File: config.mk
export PLATFORM = sky130hd
export DESIGN_NAME = astar_ram
export DESIGN_NICKNAME = d
export VERILOG_FILES = /design/src/hdl/astar_ram.sv
export SDC_FILE = /design/constraint.sdc
export NUM_CORES = 1
export LEC_CHECK = 0
export BUFFER_PORTS_ARGS = -buffer_cell sky130_fd_sc_hd__buf_2
export CORE_ASPECT_RATIO = 0.9
export CORE_MARGIN = 5
export CORE_UTILIZATION = 62
export CTS_CLUSTER_DIAMETER = 200
export DETAILED_ROUTE_END_ITERATION = 16
export GPL_ROUTABILITY_DRIVEN = 0
export PLACE_DENSITY_LB_ADDON = 0.08
export SLEW_MARGIN = 20
export SYNTH_ARGS = -nofsm -noshare
export SYNTH_HDL_FRONTEND = slang
export SYNTH_SLANG_ARGS = --single-unit
File: constraint.sdc
create_clock -name clk -period 2.6 [get_ports clk]
set_clock_uncertainty 0.2 [all_clocks]
set_input_delay 0.13 -clock clk [delete_from_list [all_inputs] [get_ports clk]]
set_output_delay 0.13 -clock clk [all_outputs]
set_load 0.005 [all_outputs]
File: src/hdl/astar_ram.sv
// generic single-write single-read ram with registered read data
// depends on nothing
module astar_ram #(
    parameter int WIDTH = 16,
    parameter int DEPTH = 32
) (
    input  logic                     clk,
    input  logic                     we,
    input  logic [$clog2(DEPTH)-1:0] waddr,
    input  logic [WIDTH-1:0]         wdata,
    input  logic [$clog2(DEPTH)-1:0] raddr,
    output logic [WIDTH-1:0]         rdata
);

    logic [WIDTH-1:0] mem [DEPTH];

    always_ff @(posedge clk)
    begin
        if (we)
        begin
            mem[waddr] <= wdata;
        end
        rdata <= mem[raddr];
    end

endmodule

**Word-level counts from Yosys, hierarchy flattened**

Memories as Yosys holds them, arrays and structs flattened. A register that Yosys moved wholly into a read port is not among the register bits.
Index checks and enable logic that the tools add are counted.

- Bits in writable memories: 512
- Register bits: 0
- Input bits: 28
- Memories: 1
- Word-level logic and storage cells: 3
- Output and inout bits: 16

Memory list:

| memory | words | width | rd ports | clocked after memory_dff | write ports | RTL line | text |
|---|---|---|---|---|---|---|---|
| mem | 32 | 16 | 1 | 1 | 1 | 15 | `logic [WIDTH-1:0] mem [DEPTH];` |

- Multiplexer cells: 2

Operators with widths:

| kind | number |
|---|---|
| two-way mux 1 bit | 2 |

**Logic depth before layout (Yosys ltp)**

- Depth after elaboration: 2
- Depth in mapped cells: 8
- Gate-level depth less buffers: 5

**Least setup slack after synthesis**

Ideal clock, no wire load.

- Path kind: input to register
- Start: input waddr[1]
- End: memory mem[12][0], enable pin
- Buffers on the path: 1
- Data arrival time: 1482 ps
- Required time: 2012 ps
- Path slack: 530 ps
- Library setup time: 388 ps
- Cell stages on the path: 3
- Cells stage by stage: or3b_2 -> clkbuf_1 -> nor2_1

RTL lines:

| item | RTL line | text |
|---|---|---|
| from (decl) | 9 | `input logic [$clog2(DEPTH)-1:0] waddr,` |
| to (decl) | 15 |  |

No word-level cell before the write port.

==> summary.md <==
| Metric | Value |
|---|---|
| Max Root-Sink Buffers | 3 |
| Largest net degree at the start of global routing | 65 |
| CTS tree | built |
| Remaining Overflow, GRT | 0 |
| Global-route wire length before repair | 65.16 mm |
| DRC errors left | 0 |
| Area Overhead vs Synth | 13.17% |
| # port buffers | 43 |
| CORE AREA | 0.03279 sq mm |
| # IOs | 44 |
| Arr. time, crit path | 2.12 ns |
| ANT nets after route | 0 |
| Cells after Synth | 1143 |
| Mapped cell area | 0.02054 sq mm |
| Status | completed |
| Final core utilization | 70.88% |
| Proportion of layout cells with a drive suffix above 1 | 16.40% |
| Setup_tns | 0 ns |
| Peak VDD IR | 684.5 uV |
| Vias in the first global route | 10580 |
| Post-synthesis sequential area ratio | 76.43% |
| Worst Max-Slew Pin Slew | 0.6590 ns |
| Number of max-cap violations | 0 |
| Critical path's largest stage delay | 0.53 ns |
| Final net count | 1294 |
| CTS H-tree depth | 2 |
| Pre-CTS WS | 0.3486 ns |
| Avg Cell Area, Syn | 17.97 sq um |
| Worst Setup Path Type | input port to flop |
| Min Hold Slack | 0.01577 ns |
| Worst-Skew Late Latency | 0.56 ns |
| Worst EP required | 2.80 ns |
| Die H | 182.7 um |
| Dpl hpwl | 25.84 mm |
| DRT Pass-1 Iters | 5 |
| GRT Total Usage | 23.46% |
| Most used cell, CP | buf_4 |
| CTS resizes | 0 |
| CP endpoint kind | flop |
| Synth Register Bits | 528 |
| Worst R2R Setup Slack | 0.91 ns |
| Period utilization | 73.57% |
| Netlist cell types | 26 |
| Slew headroom | 56.07% |
| Width of the die | 201.8 um |
| CTS Sinks | 528 |
| Worst path cell trace | dlygate4sd3_1 > buf_2 > buf_4 > nand2b_1 > buf_4 > a21oi_1 > a31oi_1 > nand3_1 |
| Vias/cell | 6.113 |
| Hold Crit Class | input port to flop |
| FP Rows | 63 |
| Inserted Clock Buffers | 50 |
| Die ar. | 0.03687 sq mm |
| Yosys warns | 0 |
| DR iter-0 viols | 947 |
| DR WL/cell | 24.95 um |
| Final Hold Fails | 0 |
| Ant diodes | 0 |
| Post-layout min period | 1.913 ns |
| Max-slew violations | 0 |
| Initial antenna violation count | 0 |
| Root Buffer | clkbuf_16 |
| Clk slew on worst S/H paths | 0.06 ns |
| DRT Wirelength | 43.10 mm |
| Starting Density | 62.63% |
| CP Launch Type | input port |
| Final setup margin | 0.6871 ns |
| Post-Synthesis Net Count | 1171 |
| # setup viols final | 0 |
| Slowest CP cell | dlygate4sd3_1 |
| P_leak | 0.008237 uW |
| Fmax | 522.8 MHz |
| Pwr dens | 741.9 mW/mm^2 |
| Worst-path fanout max | 16 |
| Vias post-DR | 10560 |
| RSZ-0062 raised after global routing | false |
## kinds of logic after synthesis
family | share of synthesized area (%)
flip-flops | 76.43
multiplexers | 12.48
AND/OR/NAND/NOR | 3.491
AO/OA/AOI/OAI | 4.972
buffers and inverters | 2.632
## what timing repair did
item | 4_1_cts | 5_1_grt
hold buffers | 19 | 0
buffers inserted | 0 | 0
hold endpoints to repair | 528 | 0
## critical path: cells and delay by family
kind	cells	cell delay (ns)
buffers and inverters	4	1.24
and+or+nand+nor	2	0.27
AOI/OAI and AO/OA	2	0.46
## layout make-up
type                       count  area, sq um
tap                          422        528.0
clock inverter                15        95.09
multi-input combinational    548         4372
sequential                   528        15700
clock buffer                  76         1453
timing repair buffer         138         1099
fill                        2093         9550
## power by group
part | switching [uW] | internal (uW) | total, uW
Sequential | 48.2 | 9460 | 9510
Clock | 2870 | 3940 | 6800
Combinational | 585 | 342 | 927
Total | 3500 | 13700 | 17200
## stage by stage
step	instances	instance area, sq um	power [uW]
finish	1727	23240	17240
global placement	1617	21500	10580
global route	1727	23240	17810
floorplan	1143	20540	10210
detailed placement	1617	21500	10600
CTS	1727	23240	17350
## layer usage
metal  GRT usage, %  up-vias  share of wire, %
li1               -     4807                 -
met1          33.35     5341                42
met2          38.47      336                49
met3          2.932       74               5.9
met4          7.873        0               3.2
met5              0        -                 0
## sequential cells by signal (all words and copies together), names as in the netlist
register and cells:
mem 512, rdata 16
## path summary, 6_finish.rpt
kind,start,end,depth (start not counted)
setup / recovery,raddr[4],rdata[7],8
hold / removal,raddr[0],rdata[8],5
hold reg to reg,mem[10][6],rdata[6],4
setup reg to reg,mem[1][7],rdata[7],5
## synth_stat cells
master    count  area share [%]
edfxtp_1    512              75
mux2i_1     256              12
a22oi_1      64             2.3
nand3_1      34            0.83
nand2_1      33            0.60
nor2_1       33            0.60
a21oi_1      32            0.78
a22o_1       32             1.4
buf_2        19            0.46
buf_4        19            0.69
a31oi_1      16            0.49
dfxtp_1      16             1.6
nand4_1      16            0.49
nor3_1       16            0.39
clkbuf_1     12            0.22
buf_6         6            0.33
buf_8         6            0.44
buf_12        5            0.49
nand3b_1      5            0.18
or3b_2        3            0.13
nand2b_1      2           0.061
nor2b_1       2           0.061
and2_1        1           0.030
nor2_4        1           0.055
or2_1         1           0.030
or3_1         1           0.030
## layout by cell type (no fill, tap or decap), drive strengths merged, types with 19 or more instances in the layout
cell / netlist / layout
edfxtp: 512 / 512
mux2i: 256 / 256
buf: 55 / 119
clkbuf: 12 / 76
a22oi: 64 / 64
nand3: 34 / 34
nor2: 34 / 34
nand2: 33 / 33
a21oi: 32 / 32
a22o: 32 / 32
dlygate4sd3: 0 / 19
No activity file was read; power rests on OpenSTA's default activity.
